<file path="config.mk">
export PLATFORM = sky130hd
export DESIGN_NAME = tre_apb
export DESIGN_NICKNAME = d
export VERILOG_FILES = /design/src/design/tre_pkg.sv /design/src/design/tre_apb.sv
export SDC_FILE = /design/constraint.sdc
export NUM_CORES = 1
export LEC_CHECK = 0
export BUFFER_PORTS_ARGS = -buffer_cell sky130_fd_sc_hd__clkbuf_2
export CORE_MARGIN = 10
export CORE_UTILIZATION = 38
export CTS_BUF_LIST = sky130_fd_sc_hd__clkbuf_4 sky130_fd_sc_hd__clkbuf_8
export CTS_CLUSTER_SIZE = 12
export DETAILED_ROUTE_END_ITERATION = 12
export PLACE_DENSITY = 0.88
export SLEW_MARGIN = 20
export SYNTH_ARGS = -nofsm -noshare
export SYNTH_HDL_FRONTEND = slang
export SYNTH_SLANG_ARGS = --single-unit
export TNS_END_PERCENT = 100
</file>
<file path="constraint.sdc">
create_clock -name clk -period 1.99 [get_ports clk]
set_input_delay 0.2985 -clock clk [delete_from_list [all_inputs] [get_ports clk]]
set_output_delay 0.2985 -clock clk [all_outputs]
set_load 0.05 [all_outputs]
</file>
<file path="src/design/tre_pkg.sv">
// Shared types, opcodes and helpers of the tiny RISC executor.
`timescale 1ns / 1ps
package tre_pkg;

    localparam int PC_W    = 12;
    localparam int LEN_W   = 13;
    localparam int XLEN    = 32;
    localparam int REG_N   = 8;
    localparam int RIDX_W  = 3;
    localparam int IMM_W   = 6;
    localparam int SADDR_W = 8;
    localparam int IW_W    = 16;

    typedef logic [3:0] opcode_t;

    localparam opcode_t OP_RTYPE = 4'd0;
    localparam opcode_t OP_JUMP  = 4'd2;
    localparam opcode_t OP_LW    = 4'd4;
    localparam opcode_t OP_SW    = 4'd5;
    localparam opcode_t OP_ADDI  = 4'd8;
    localparam opcode_t OP_BEQ   = 4'd9;

    typedef logic [2:0] funct_t;

    localparam funct_t FN_ADD = 3'd0;
    localparam funct_t FN_SUB = 3'd1;
    localparam funct_t FN_AND = 3'd2;
    localparam funct_t FN_OR  = 3'd3;

    // Register index on the configuration port (byte address bit 2)
    localparam logic REG_PROGRAM_LENGTH = 1'b0;

    typedef struct packed {
        logic [IW_W-1:0] instruction_word;
    } tre_in_t;

    typedef struct packed {
        logic [PC_W-1:0]        next_pc;
        logic                   halted;
        logic                   reg_written;
        logic [RIDX_W-1:0]      reg_number;
        logic signed [XLEN-1:0] reg_value;
        logic                   stored;
        logic [SADDR_W-1:0]     store_address;
        logic signed [XLEN-1:0] store_value;
        logic                   bad_address;
    } tre_out_t;

    // Clearing-pass status from the data memory to the register file
    typedef struct packed {
        logic              busy;
        logic [RIDX_W-1:0] rf_idx;
    } tre_clr_t;

    function automatic logic [XLEN-1:0] alu(input logic [XLEN-1:0] a,
                                            input logic [XLEN-1:0] b,
                                            input funct_t fn);
        logic [XLEN-1:0] r;
        case (fn)
            FN_ADD:  r = a + b;
            FN_SUB:  r = a - b;
            FN_AND:  r = a & b;
            FN_OR:   r = a | b;
            default: r = '0;
        endcase
        return r;
    endfunction

endpackage

</file>
<file path="src/design/tre_apb.sv">
// APB register block holding the program length.
`timescale 1ns / 1ps
module tre_apb
    import tre_pkg::*;
(
    input  logic             clk,
    input  logic             rst_n,
    input  logic             psel,
    input  logic             penable,
    input  logic             pwrite,
    input  logic [2:0]       paddr,
    input  logic [31:0]      pwdata,
    output logic [31:0]      prdata,
    output logic             pready,
    output logic [LEN_W-1:0] program_length
);

    logic [LEN_W-1:0] len_reg;
    logic             wr_en;

    assign pready         = 1'b1;
    assign program_length = len_reg;
    assign wr_en          = psel && penable && pwrite && pready;

    always_ff @(posedge clk or negedge rst_n)
    begin
        if (!rst_n)
        begin
            len_reg <= '0;
        end
        else if (wr_en && (paddr[2] == REG_PROGRAM_LENGTH))
        begin
            len_reg <= pwdata[LEN_W-1:0];
        end
    end

    always_comb
    begin
        prdata = '0;
        if (paddr[2] == REG_PROGRAM_LENGTH)
        begin
            prdata = {{(32 - LEN_W){1'b0}}, len_reg};
        end
    end

endmodule

</file>
==> flow_metrics.tcl <==
set metrics [dict create \
    run_status "finished, final reports clean" \
    cts-buffers-inserted 3 \
    most_common_cell_after_layout_fill_and_taps_aside "clkbuf_2" \
    cts_tree "yes" \
    clk_path_buf_depth 2 \
    synthesis_to_finish_area_growth_pct 24.53 \
    number_of_flip_flops_under_the_largest_register_name 13 \
    routed_via_density 3.949 \
    port-buffer-count 44 \
    chipWidth_um 65.62 \
    finalWeightedCongestion 0.7357 \
    drv_slew 0 \
    drt-total-wl_um 1913 \
    ctsResizeCount 0 \
    overall_overflow_remaining_after_global_route 0 \
    initial_core_utilization_pct 40.31 \
    worst-endpoint-required_ps 1690 \
    syn-instance-count 64 \
    post_synth_xor_area_fraction_pct 0 \
    fin_worst_skew_ps 0 \
    core_area_um2 1962 \
    ctsHtreeMaxLevel 1 \
    layout_common_cells "clkbuf_2, conb_1, dfrtp_1" \
    crit_path_end_kind "primary output" \
    cts-hold-fix-buffers 1 \
    ys_seq_area_share_pct 41.14 \
    holdCritPathClass "primary input to register" \
    compound_gate_fraction_of_synth_area_pct 0 \
    setup_viol_count_final 0 \
    antenna_violating_nets_post_route 0 \
    worstSetupStartpointType "register" \
    synthesis.yosys.warnings 0 \
    first_global_vias 588 \
    post-synth-top-area-fraction_pct 41.14 \
    static-leakage-power_nw 0.5918 \
    worst_setup_hold_path_clk_slew_ps 80 \
    grt_antenna_before_repair 0 \
    globalRouteTotalUtil_pct 8.654 \
    n_fill_cell 200 \
    tns_ps 0 \
    multiInputGateArea_um2 367.9 \
    half_perimeter_wire_length_after_detailed_placement_um 1633 \
    synthAdderAreaFrac_pct 0 \
    yosys.area_share.simple_pct 13.77 \
    detailroute.via_count 537 \
    yosys-mux-area-fraction_pct 23.26 \
    critPathKind "register to primary output" \
    drcViolationCount 0 \
    cp.arrival_ps 1090 \
    grt_max_degree 15 \
    max_cap_viols 0 \
    die_height_um 65.62 \
    diodes 0 \
    final_nets 150 \
    num_rows 16 \
    cts.root.buffer_cell "clkbuf_4" \
    layout-drive-gt1-share_pct 56.88 \
    cts_setup_buffers 0 \
    post_synth_instance_area_um2 790.8 \
    iteration_0_drc_markers 3 \
    worstSkewPairLatency_ps 270 \
    synth.lib_cells_used.distinct 10 \
    layout_setup_ws_ps 605.2 \
    floorplan.io_pins 86 \
    finalWorstPathRequiredPeriod_ps 1385 \
    final-hold-violation-count 0 \
    final.period_utilization_pct 69.59 \
    post-synth-top-area-cell "dfrtp_1" \
    synthTopCellsByArea "dfrtp_1, buf_4, mux2_4" \
    power.ir.vdd_worst_mv 0.5247 \
    path_max_fanout 3 \
    rsz0062_at_grt "false" \
    seq_area_um2 325.3 \
    synth.ff_latch_count 13 \
    design.die.area_um2 4305 \
    maxClockFrequency_ghz 0.7221 \
    synth_top_family_by_area "multiplexers" \
    cts_sinks 13 \
    drt_pass1_iterations 4 \
    pre_cts_slack_ps 515.0 \
    wire_per_inst_um 14.07 \
    power_per_cell_area_nw_per_um2 1210 \
    global_route_wire_length_before_repair_um 2904 \
    syn_area_per_cell_um2 12.36 \
]
kinds of logic (layout without fill, tap and decap cells):
group | after synthesis | count (layout)
buffers and inverters | 22 | 49
and+or+nand+nor | 14 | 14
muxes | 13 | 13
DFF | 13 | 13
other | 2 | 20
worst paths after layout:
path | startpoint | endpoint | slack, ps | cells past startpoint
hold / removal | pwdata[0] | program_length[0] | 250 | 2
max in group asynchronous | rst_n | program_length[4] | 1300 | 2
setup / recovery | program_length[11] | prdata[11] | 610 | 2
hold reg to reg | program_length[3] | program_length[3] | 530 | 1
min in group asynchronous | rst_n | program_length[8] | 450 | 2
setup reg to reg | program_length[11] | program_length[11] | 1220 | 1
per-layer routing:
metal / part of all wire [%] / track usage (%)
met1: 34 / 7.512
met2: 49 / 14.63
met3: 17 / 6.949
met4: 0 / 3.209
met5: 0 / 0
cell type report:
cell class / instances / area share (%)
Timing Repair Buffer: 45 / 23.38
Clock inverter: 1 / 0.5083
Sequential cell: 13 / 33.04
Clock buffer: 3 / 2.287
Tap cell: 27 / 3.431
Multi-Input combinational cell: 47 / 37.36
worst max-delay path, cell delays in order (launching register included):
cell,delay [ps]
dfrtp_1,380
nor2b_1,130
clkbuf_2,300
per-stage QoR:
step                      hold slack [ps]  power (mW)  util [%]  area (um2)  cells
after floorplan                     2.909      0.9284         -       858.3     82
after global placement              211.9       1.031     48.28       947.2    131
after detailed placement            208.9       1.040     48.28       947.2    131
after CTS                           238.9       1.207     50.19       984.7    136
after global routing                237.9       1.250     50.19       984.7    136
final                               252.7       1.192     50.19       984.7    136
cells in the mapped netlist:
cell and count:
and2b_1 3, buf_4 20, buf_6 1, clkbuf_1 1
conb_1 2, dfrtp_1 13, mux2_2 3, mux2_4 10
nand4b_4 1, nor2b_1 10
power by group:
part | switching [mW] | leakage (nW) | internal [mW] | total [mW]
combinational | 0.503 | 0.418 | 0.165 | 0.668
sequential | 0.0413 | 0.156 | 0.323 | 0.364
clock | 0.0854 | 0.0177 | 0.0744 | 0.160
(Power assumes the default switching activity.)
