`src/design/tre_pkg.sv`:
```
// Shared types, opcodes and helpers of the tiny RISC executor.
`timescale 1ns / 1ps
package tre_pkg;

    localparam int PC_W    = 12;
    localparam int LEN_W   = 13;
    localparam int XLEN    = 32;
    localparam int REG_N   = 8;
    localparam int RIDX_W  = 3;
    localparam int IMM_W   = 6;
    localparam int SADDR_W = 8;
    localparam int IW_W    = 16;

    typedef logic [3:0] opcode_t;

    localparam opcode_t OP_RTYPE = 4'd0;
    localparam opcode_t OP_JUMP  = 4'd2;
    localparam opcode_t OP_LW    = 4'd4;
    localparam opcode_t OP_SW    = 4'd5;
    localparam opcode_t OP_ADDI  = 4'd8;
    localparam opcode_t OP_BEQ   = 4'd9;

    typedef logic [2:0] funct_t;

    localparam funct_t FN_ADD = 3'd0;
    localparam funct_t FN_SUB = 3'd1;
    localparam funct_t FN_AND = 3'd2;
    localparam funct_t FN_OR  = 3'd3;

    // Register index on the configuration port (byte address bit 2)
    localparam logic REG_PROGRAM_LENGTH = 1'b0;

    typedef struct packed {
        logic [IW_W-1:0] instruction_word;
    } tre_in_t;

    typedef struct packed {
        logic [PC_W-1:0]        next_pc;
        logic                   halted;
        logic                   reg_written;
        logic [RIDX_W-1:0]      reg_number;
        logic signed [XLEN-1:0] reg_value;
        logic                   stored;
        logic [SADDR_W-1:0]     store_address;
        logic signed [XLEN-1:0] store_value;
        logic                   bad_address;
    } tre_out_t;

    // Clearing-pass status from the data memory to the register file
    typedef struct packed {
        logic              busy;
        logic [RIDX_W-1:0] rf_idx;
    } tre_clr_t;

    function automatic logic [XLEN-1:0] alu(input logic [XLEN-1:0] a,
                                            input logic [XLEN-1:0] b,
                                            input funct_t fn);
        logic [XLEN-1:0] r;
        case (fn)
            FN_ADD:  r = a + b;
            FN_SUB:  r = a - b;
            FN_AND:  r = a & b;
            FN_OR:   r = a | b;
            default: r = '0;
        endcase
        return r;
    endfunction

endpackage

```
`src/design/tre_regfile.sv`:
```
// Eight-entry register file: one write port, two registered read ports.
`timescale 1ns / 1ps
module tre_regfile
    import tre_pkg::*;
(
    input  logic              clk,
    input  tre_clr_t          clr,
    input  logic              re,
    input  logic [RIDX_W-1:0] raddr_a,
    input  logic [RIDX_W-1:0] raddr_b,
    output logic [XLEN-1:0]   rdata_a,
    output logic [XLEN-1:0]   rdata_b,
    input  logic              we,
    input  logic [RIDX_W-1:0] waddr,
    input  logic [XLEN-1:0]   wdata
);

    logic [XLEN-1:0] mem [REG_N];

    always_ff @(posedge clk)
    begin
        if (clr.busy)
        begin
            mem[clr.rf_idx] <= '0;
        end
        else if (we)
        begin
            mem[waddr] <= wdata;
        end
    end

    always_ff @(posedge clk)
    begin
        if (re)
        begin
            rdata_a <= mem[raddr_a];
            rdata_b <= mem[raddr_b];
        end
    end

endmodule

```
`config.mk`:
```
export PLATFORM = sky130hd
export DESIGN_NAME = tre_regfile
export DESIGN_NICKNAME = d
export VERILOG_FILES = /design/src/design/tre_pkg.sv /design/src/design/tre_regfile.sv
export SDC_FILE = /design/constraint.sdc
export NUM_CORES = 1
export LEC_CHECK = 0
export BUFFER_PORTS_ARGS = -buffer_cell sky130_fd_sc_hd__buf_2
export CAP_MARGIN = 20
export CORE_MARGIN = 4
export CORE_UTILIZATION = 28
export CTS_CLUSTER_SIZE = 40
export DETAILED_ROUTE_END_ITERATION = 12
export PLACE_DENSITY = 0.46
export SYNTH_ARGS = -nofsm -noshare
export SYNTH_HDL_FRONTEND = slang
export SYNTH_SLANG_ARGS = --single-unit
```
`constraint.sdc`:
```
create_clock -name clk -period 4.8 [get_ports clk]
set_clock_uncertainty 0.2 [all_clocks]
set_input_delay 0.72 -clock clk [delete_from_list [all_inputs] [get_ports clk]]
set_output_delay 0.72 -clock clk [all_outputs]
set_load 0.05 [all_outputs]
```
==> metrics.md <==
| Metric | Value |
|---|---|
| Levels on crit path | `6` |
| Root buf cell | `clkbuf_16` |
| Synth-to-layout area growth | `18.0%` |
| Tmin final | `2650 ps` |
| Clock tree sinks | `320` |
| Avg Cell Area, Syn | `23.3 um2` |
| Cells on worst reg2reg path | `2` |
| Worst Setup Path Type | `in2reg` |
| DRT Wirelength | `~36 mm` |
| M1 GR Usage | `17.5%` |
| Syn Inst Count | `606` |
| Max Cap Viol | `0` |
| GP Congestion | `about 0.7` |
| Fin. max-slew vios | `0` |
| Pwr dens | `404 mW/mm2` |
| GRT Max-Usage Layer | `met2` |
| Core ar. | `roughly 0.049 mm2` |
| Worst vdd ir | `0.172 mV` |
| Wire per inst | `approximately 25 um` |
| Final Setup Violations | `0` |
| CTS Buffer Depth | `3` |
| Die width | `~230 um` |
| GRT Total Usage | `13.1%` |
| Most common cell after layout, fill and taps aside | `edfxtp_1` |
| Post-synthesis cell type count | `20` |
| Yosys warns | `0` |
| Final Non-Filler Cells | `about 1400` |
| Critical Path Max Stage Delay | `around 580 ps` |
| Worst hold path type | `in2reg` |
| Mapped Nets | `~650` |
| Vias per cell | `between 4 and 5` |
| Pleak | `roughly 4.8 nW` |
| Initial antenna violation count | `1` |
| Vias | `about 6900` |
| Pre-Repair DR Iteration Count | `4` |
| Headroom to the max-slew limit | `between 20% and 30%` |
| Row count | `81` |
| Initial Utilization | `roughly 29%` |
| Worst-Skew Late Latency | `530 ps` |
| Synthesized cell area | `between 0.01 and 0.015 mm2` |
| Crit path max-delay family | `buffers and inverters` |
| Die Area | `between 0.05 and 0.06 mm2` |
| Status | `complete, no violations` |
| CP cell instances | `buf_2, nor2b_4, buf_4, a22oi_1, nor2_4, buf_4` |
| Post-route setup TNS | `0 ps` |
| Met2 Use GR | `between 20% and 30%` |
| Cell total after placement | `1357` |
| Inserted Clock Buffers | `37` |
| Seq/Total Area, Yosys | `between 60% and 70%` |
| Fin crit share | `~55%` |
| # diodes | `0` |
| Post-DP HPWL | `just under 20 mm` |
| RSZ-0062 raised after global routing | `no` |
| Post-synthesis register bit count | `between 300 and 400` |
| Violation count after the first detailed-route iteration | `between 300 and 400` |
| CTS tree | `done` |
| CP max-delay cell | `buf_4` |
| Worst-path clk slew | `about 60 ps` |
| Endpoint class of the critical path | `flip-flop` |
| Most common cell on crit path | `buf_4` |
| Critical path buffers and inverters | `3` |
| IO Pins | `~110` |
| Layout cells sized above 1 | `between 30% and 40%` |
| Hold Crit Depth | `2` |
| Routing usage on met3 | `2.63%` |
| ANT nets after route | `0` |
| Final net count | `a little under 800` |
| First-pass GRT wire length | `between 50 and 60 mm` |
| Die height | `roughly 230 um` |
| Critical path launch point type | `input port` |
| Final Hold Viols | `0` |
| Most frequent cells in the layout | `edfxtp_1, buf_2, mux4_1` |
| Fmax | `~380 MHz` |
| Critical Path RT | `~4800 ps` |
| Largest net degree at the start of global routing | `65` |
| Crit Path Max Fanout | `33` |
| Number of global-route vias before repair | `7684` |
| H-tree levels | `2` |
| Overflow after GRT | `0` |
| WP data arrival | `approximately 2600 ps` |
| Worst-margin pin slew | `between 1000 and 1500 ps` |
| Setup repair bufs after CTS | `0` |
| # DRC | `0` |
| Post-cts sizing count | `0` |
| Number of port buffers | `roughly 110` |
| Hold buffers post-CTS | `0` |
-- Yosys cell counts --
master / number / share of area [%]
edfxtp_1: 320 / 68
mux4_1: 80 / 15
mux2_2: 64 / 5.1
mux4_2: 48 / 7.7
and2_1: 32 / 1.4
buf_6: 14 / 1.1
buf_1: 12 / 0.32
nor2_1: 8 / 0.21
buf_2: 7 / 0.25
clkbuf_1: 5 / 0.13
a31oi_1: 4 / 0.18
inv_1: 3 / 0.080
nor4bb_1: 2 / 0.14
a22oi_1: 1 / 0.053
a2bb2oi_1: 1 / 0.062
and4b_1: 1 / 0.071
clkbuf_2: 1 / 0.035
nand2b_1: 1 / 0.044
nor2b_1: 1 / 0.044
nor4b_1: 1 / 0.062
-- sequential cells by signal, indices dropped and copies added (netlist names) --
name	flops
mem	256
rdata_a	32
rdata_b	32
-- power by group --
part	total (W)	switching [W]	leakage [nW]	internal, W
logic	0.000627	0.000393	1.64	0.000234
registers	0.00331	0.0000619	2.54	0.00324
clock network	0.00280	0.00110	0.601	0.00170
total	0.00673	0.00156	4.79	0.00517
-- metrics by stage --
| stage | setup slack [ps] | utilization [%] | hold WS [ps] | instance area [um2] | power, W |
|---|---|---|---|---|---|
| CTS | 2130 | 33.7 | 435 | 16600 | 0.00682 |
| floorplan | 1670 | - | 534 | 14100 | 0.00378 |
| finish | 2150 | 33.7 | 449 | 16600 | 0.00673 |
| global route | 2030 | 33.7 | 465 | 16600 | 0.00699 |
| detailed placement | 1580 | 31.3 | 562 | 15400 | 0.00401 |
| global placement | 1620 | 31.3 | 543 | 15400 | 0.00398 |
-- layout make-up --
class	instances	area [um2]
Timing Repair Buffer	126	681
Multi-Input combinational cell	244	4290
Fill cell	4652	32700
Clock inverter	24	225
Inverter	3	11.3
Clock buffer	43	991
Sequential cell	320	9610
Tap cell	664	831
-- metal layers --
layer  routed length (um)  part of all wire, %
met2                17600                   50
met5                    0                    0
met1                15500                   43
met3                 1790                  5.0
met4                  682                  1.9
-- worst paths after layout --
kind / startpoint / to / slack [ps]
hold reg to reg: mem[0][7] / rdata_b[7] / 570
hold / removal: wdata[8] / mem[5][8] / 450
setup / recovery: clr[3] / mem[1][28] / 2150
setup reg to reg: mem[3][9] / rdata_a[9] / 3100
-- kinds of logic (layout without fill, tap and decap cells) --
logic type / after synthesis / in the layout / synth area share [%]
buf+inv: 42 / 196 / 1.93
mux: 192 / 192 / 27.7
simple gates: 46 / 46 / 2.00
flops: 320 / 320 / 68.1
compound gates: 6 / 6 / 0.293
Note: power is estimated with default switching activity, not from simulation.
